`config.mk`:
```
export PLATFORM = sky130hd
export DESIGN_NAME = dos_mode_fsm
export DESIGN_NICKNAME = d
export VERILOG_FILES = /design/src/rtl/dos_pkg.sv /design/src/rtl/dos_mode_fsm.sv
export SDC_FILE = /design/constraint.sdc
export NUM_CORES = 1
export LEC_CHECK = 0
export BUFFER_PORTS_ARGS = -buffer_cell sky130_fd_sc_hd__buf_2
export CORE_AREA = 5 5 42 44
export DETAILED_ROUTE_END_ITERATION = 16
export DIE_AREA = 0 0 47 49
export GPL_ROUTABILITY_DRIVEN = 0
export PLACE_DENSITY = 0.38
export SYNTH_ARGS = -nofsm -noshare
export SYNTH_HDL_FRONTEND = slang
export SYNTH_SLANG_ARGS = --single-unit
```
`constraint.sdc`:
```
create_clock -name clk -period 2.3 [get_ports clk]
set_clock_uncertainty 0.1 [all_clocks]
set_input_delay 0.46 -clock clk [delete_from_list [all_inputs] [get_ports clk]]
set_output_delay 0.46 -clock clk [all_outputs]
set_load 0.01 [all_outputs]
```
`src/rtl/dos_pkg.sv`:
```
// Shared types, codes and defaults for the depth obstacle steering unit.
`default_nettype none
package dos_pkg;

  localparam int unsigned DEF_MAX_WIDTH  = 1024;
  localparam int unsigned DEF_MAX_HEIGHT = 1024;

  localparam logic [10:0] RST_FRAME_WIDTH  = 11'd640;
  localparam logic [10:0] RST_FRAME_HEIGHT = 11'd480;
  localparam logic [15:0] RST_NEAR_MM      = 16'd2000;
  localparam logic [15:0] RST_CLEAR_MM     = 16'd2500;

  typedef enum logic [1:0] {
    REG_FRAME_WIDTH  = 2'd0,
    REG_FRAME_HEIGHT = 2'd1,
    REG_NEAR_MM      = 2'd2,
    REG_CLEAR_MM     = 2'd3
  } reg_index_t;

  typedef enum logic [1:0] {
    CMD_STOP    = 2'd0,
    CMD_FORWARD = 2'd1,
    CMD_LEFT    = 2'd2,
    CMD_RIGHT   = 2'd3
  } cmd_t;

  typedef enum logic [1:0] {
    MODE_IDLE = 2'd0,
    MODE_FWD  = 2'd1,
    MODE_TURN = 2'd2
  } mode_t;

  typedef struct packed {
    logic hit;
    logic side_right;
  } dos_scan_t;

  typedef struct packed {
    cmd_t command;
    logic seen;
    logic center_valid;
  } dos_verdict_t;

endpackage
`default_nettype wire

```
`src/rtl/dos_mode_fsm.sv`:
```
// Steering mode machine: idle, forward and turn, one verdict per frame end.
`default_nettype none
module dos_mode_fsm import dos_pkg::*; (
  input  wire logic       clk,
  input  wire logic       rst,
  input  wire logic       frame_done,
  input  dos_scan_t       scan,
  output logic            mode_fwd,
  output dos_verdict_t    verdict
);

  mode_t mode, mode_next;
  logic  turn_right, turn_right_next;

  always_ff @(posedge clk) begin
    if (rst) begin
      mode       <= MODE_IDLE;
      turn_right <= 1'b0;
    end else if (frame_done) begin
      mode       <= mode_next;
      turn_right <= turn_right_next;
    end
  end

  always_comb begin
    mode_next            = mode;
    turn_right_next      = turn_right;
    verdict.command      = CMD_STOP;
    verdict.seen         = 1'b0;
    verdict.center_valid = 1'b0;
    mode_fwd             = (mode == MODE_FWD);
    case (mode)
      MODE_IDLE: begin
        mode_next = MODE_FWD;
      end
      MODE_FWD: begin
        verdict.seen = scan.hit;
        if (scan.hit) begin
          verdict.center_valid = 1'b1;
          turn_right_next      = scan.side_right;
          mode_next            = MODE_TURN;
        end else begin
          verdict.command = CMD_FORWARD;
        end
      end
      MODE_TURN: begin
        verdict.seen = scan.hit;
        if (scan.hit) begin
          verdict.command = turn_right ? CMD_RIGHT : CMD_LEFT;
        end else begin
          mode_next = MODE_FWD;
        end
      end
      default: begin
        mode_next = MODE_IDLE;
      end
    endcase
  end

endmodule
`default_nettype wire

```
Yosys cells after proc, flatten, opt, wreduce, memory -nomap -nowiden
Index checks and enable logic that the tools add are counted.
- flip-flop bits (word level): 3
- latch bits: 0
- RAM bits: 0
- memory bits (read-only): 0
- input port bits: 5
- output and inout bits: 5
- logic and storage cells: 18
- memories kept: 0
- add/sub/neg operators: 0
- multipliers: 0
- divide/modulo/power cells: 0
- order comparisons: 0
- equality and inequality tests: 4
- shift operators: 0
- muxes and demuxes: 9
- bitwise operators: 0
- reduce and logical (&&, ||, !) cells: 3
- operator list (kind ; number):
    2-bit 2-to-1 mux ; 3
    2-bit one-hot mux with 3 select lines ; 1
    3-bit one-hot mux with 2 select lines ; 1
    3-bit AND reduction ; 2
    1-bit 2-to-1 mux ; 4
    2-bit != test (second input constant) ; 2
    2-bit by 1-bit == test with 1-bit output (second input constant) ; 1
    2-bit == test (second input constant) ; 1
    2-bit zero test ; 1

Logic depth before layout (Yosys ltp)
- word-level depth: 3
- gate-level depth with buffers: 5
- gate-level depth less buffers: 5

Least setup slack after synthesis
Ideal clock, no wire load.
- kind: flip-flop to flip-flop
- from: register mode[0]
- to: register mode[0]
- setup time: 70 ps
- arrival: 1475 ps
- data required time: 2130 ps
- slack: 655 ps
- cell stages (with the launch flop): 6
- path buffers: 0
- clock period less this slack: 1645 ps
- cell sequence: dfxtp_1 -> inv_1 -> ha_1 -> a21bo_1 -> or4_1 -> a21oi_1
- cells in the longest elaborated chain, start to end: 3
- elaborated cells on any way between the ends: 7
- classes of those cells: eq/ne: 4; mux: 1; reduce/logical: 2
- ends and longest elaborated chain (what ; line ; RTL):
    start, declared ; dos_mode_fsm.sv:12 ; mode_t mode, mode_next;
    start signal, assigned ; dos_mode_fsm.sv:20 ; mode <= mode_next;
    2-bit == test or 2-bit by 1-bit == test with 1-bit output (tied branches) ; dos_mode_fsm.sv:32 ; case (mode)
    2-bit != test (no line) ; n/a ;
    3-bit AND reduction (no line) ; n/a ;
Parallel ways exist; a longest one is shown, timed or not.
A chain may end at the register's enable or synchronous reset.

==> summary.md <==
| Metric | Value |
|---|---|
| Run status | `finished, final reports clean` |
| Area post-placement | `329.1 um^2` |
| Synth Area in Compound Gates | `0.1706` |
| Vias per Instance | `4.153` |
| CTS tree | `yes` |
| Top-level I/O count | `10` |
| Distinct cells, synth | `17` |
| Clock Tree Root | `clkbuf_4` |
| Area grow syn2layout | `34.60%` |
| Detailed placement HPWL | `496.2 um` |
| Pre-Repair DR Iteration Count | `2` |
| Initial antenna violation count | `0` |
| CP peak stage delay | `0.41 ns` |
| DIE AREA | `2303 um^2` |
| Final hold vios | `0` |
| Slew Viols, Final | `0` |
| Share of cells above drive strength 1 | `0.3488` |
| Fin nets | `55` |
| Pleak | `0.1805 nW` |
| HP Class | `in2reg` |
| CTS buffer count | `3` |
| Wire length per cell | `9.559 um` |
| Crit path required time | `1.74 ns` |
| Tot GR Track Use | `0.05404` |
| Tightest Pin Transition | `0.1977 ns` |
| Post-synthesis area per instance | `8.800 um^2` |
| Die width | `47 um` |
| Adder-cell share of the synthesized area | `0.2844` |
| Vias | `245` |
| Multi-input logic area | `196.4 um^2` |
| Fmax | `498.6 MHz` |
| RSZ-0062 raised after global routing | `no` |
| Critical path fanouts, max | `6` |
| First-pass GRT wire length | `876 um` |
| Mux share of post-synthesis cell area | `0.03791` |
| Synth warn | `0` |
| # hold bufs at CTS | `0` |
| CTS resizes | `0` |
| Synthesized net count | `41` |
| Core area | `1401 um^2` |
| Synth Area in Simple Gates | `0.2512` |
| # Post-CTS Setup Buffers | `0` |
| Storage cell area | `60.06 um^2` |
| Number of global-route vias before repair | `218` |
| Pwr dens | `519.7 nW/um^2` |
| CP Capture Type | `output port` |
| Synth Area in XOR/XNOR | `0` |
| Setup_tns | `0 ns` |
| Min Tclk post-route | `2.006 ns` |
| Mapped Cells | `30` |
| Sinks on Clock Net | `3` |
| Clock power share | `0.484` |
| CP top delay family | `flip-flops` |
| Synth Register Bits | `3` |
| Clk slew on worst S/H paths | `0.03 ns` |
| CP Launch Type | `register` |
| Most frequent cells in the layout | `buf_2 (9), ha_1 (6), clkbuf_4 (3), dfxtp_1 (3)` |
| Row count | `14` |
| Mapped cell area | `264.0 um^2` |
| Tcrit/Tclk final | `0.8720` |
| Ant. Diodes | `0` |
| Slowest CP cell | `dfxtp_1` |
| Number of port buffers | `9` |
| Routed Antenna Nets | `0` |
| Fill cells | `178` |
| Grt total ovfl | `0` |
| CTS H-Tree Depth | `1` |
| Drt first-iter violations | `6` |
| Seq pwr share | `0.318` |
| Critical Path AT | `1.45 ns` |
| Worst path bufs/invs | `2` |
| Wirelength, routed | `564 um` |
| Main combinational cell family by area after synthesis | `adder cells` |
| Die Y | `49 um` |
| Sw Pwr | `0.00004675 W` |
| Crit path kind | `reg2out` |
| Clock Path Buffers | `2` |
| CP cell instances | `inv_1 > ha_1 > and2_2 > o21a_1 > buf_2` |
| Sw Ratio | `0.2532` |
| Post-route cell area | `355.3 um^2` |
| Largest net degree at the start of global routing | `9` |
| Commonest non-fill, non-tap cell in the layout | `buf_2` |
| Clock latency on the worst-skew pair | `0.23 ns` |
| Sequential area share after synthesis | `0.2275` |
| Initial Util | `0.1884` |
| # Max-Cap Violations | `0` |
| Peak VDD IR | `0.0002313 V` |
| Comb pwr share | `0.198` |
| Int Power | `0.0001379 W` |
| Slew Limit Headroom | `0.8680` |
| DRC | `0` |
| Final setup viols | `0` |
-- per-layer routing --
metal,wire [um],GRT usage,vias to the layer above,part of all wire
met3,49,0.04059,0,0.087
met1,289,0.07174,111,0.51
li1,-,-,128,-
met2,225,0.06109,6,0.40
met5,0,0,-,0
met4,0,0.02765,0,0
-- sequential cells by signal (all words and copies together) (netlist names) --
name        cells
turn_right      1
mode            2
-- power groups by stage --
stage / combinational, W / clock (W) / sequential (W)
5_1_grt: 0.0000418 / 0.000103 / 0.0000595
2_1_floorplan: 0.0000234 / 0 / 0.0000587
4_1_cts: 0.0000374 / 0.0000953 / 0.0000590
3_3_place_gp: 0.0000372 / 0 / 0.0000600
6_report: 0.0000365 / 0.0000894 / 0.0000588
3_5_place_dp: 0.0000372 / 0 / 0.0000599
-- worst paths after layout --
kind / startpoint / to / slack (ns) / depth (start not counted)
worst max register to register: mode[0]$_SDFFE_PP0P_ / mode[0]$_SDFFE_PP0P_ / 0.54 / 5
worst max-delay path: mode[1]$_SDFFE_PP0P_ / verdict[1] / 0.29 / 5
worst min register to register: turn_right$_SDFFE_PP0P_ / turn_right$_SDFFE_PP0P_ / 0.40 / 2
worst min-delay path: rst / mode[0]$_SDFFE_PP0P_ / 0.32 / 2
-- Yosys cell counts (all sizes together) --
| cell | number | share of area |
|---|---|---|
| nand2b | 1 | 0.024 |
| and2 | 2 | 0.057 |
| a21oi | 2 | 0.038 |
| ha | 6 | 0.28 |
| nor2 | 2 | 0.028 |
| inv | 2 | 0.028 |
| or4 | 1 | 0.028 |
| o21ai | 2 | 0.038 |
| o21a | 1 | 0.028 |
| a21bo | 1 | 0.038 |
| dfxtp | 3 | 0.23 |
| a21boi | 1 | 0.028 |
| mux2i | 1 | 0.038 |
| and3b | 1 | 0.038 |
| nor2b | 1 | 0.024 |
| nand2 | 1 | 0.014 |
| nand3 | 2 | 0.038 |
-- area by class of cell --
cell class	instances	share of cell area
clock buffer	4	0.07394
inverter	2	0.02113
multi-input combinational	25	0.5528
sequential	3	0.1690
tap	16	0.05634
timing repair buffer	9	0.1268
-- worst register-to-register path: cells and delay by family, from the launching register on --
kind,cells,cell delay (ns)
compound gates,2,0.36
fa+ha+maj,1,0.24
buf+inv,1,0.11
flops,1,0.39
simple gates,1,0.50
-- per-stage QoR --
step	hold slack, ns	utilization	std cells	setup WS (ns)	power (W)
3_3_place_gp	0.4056	0.2348	55	0.5128	0.00009720
2_1_floorplan	0.3630	-	30	0.6552	0.00008211
3_5_place_dp	0.4041	0.2348	55	0.5158	0.00009705
6_report	0.3221	0.2536	59	0.2945	0.0001847
5_1_grt	0.3274	0.2536	59	0.1803	0.0002044
4_1_cts	0.3198	0.2536	59	0.2593	0.0001917
-- logic make-up after synthesis --
group / count (synthesis)
AOI/OAI and AO/OA: 7
adders and majority gates: 6
buffers and inverters: 2
DFF: 3
muxes: 1
and+or+nand+nor: 11
No activity file was read; power rests on OpenSTA's default activity.
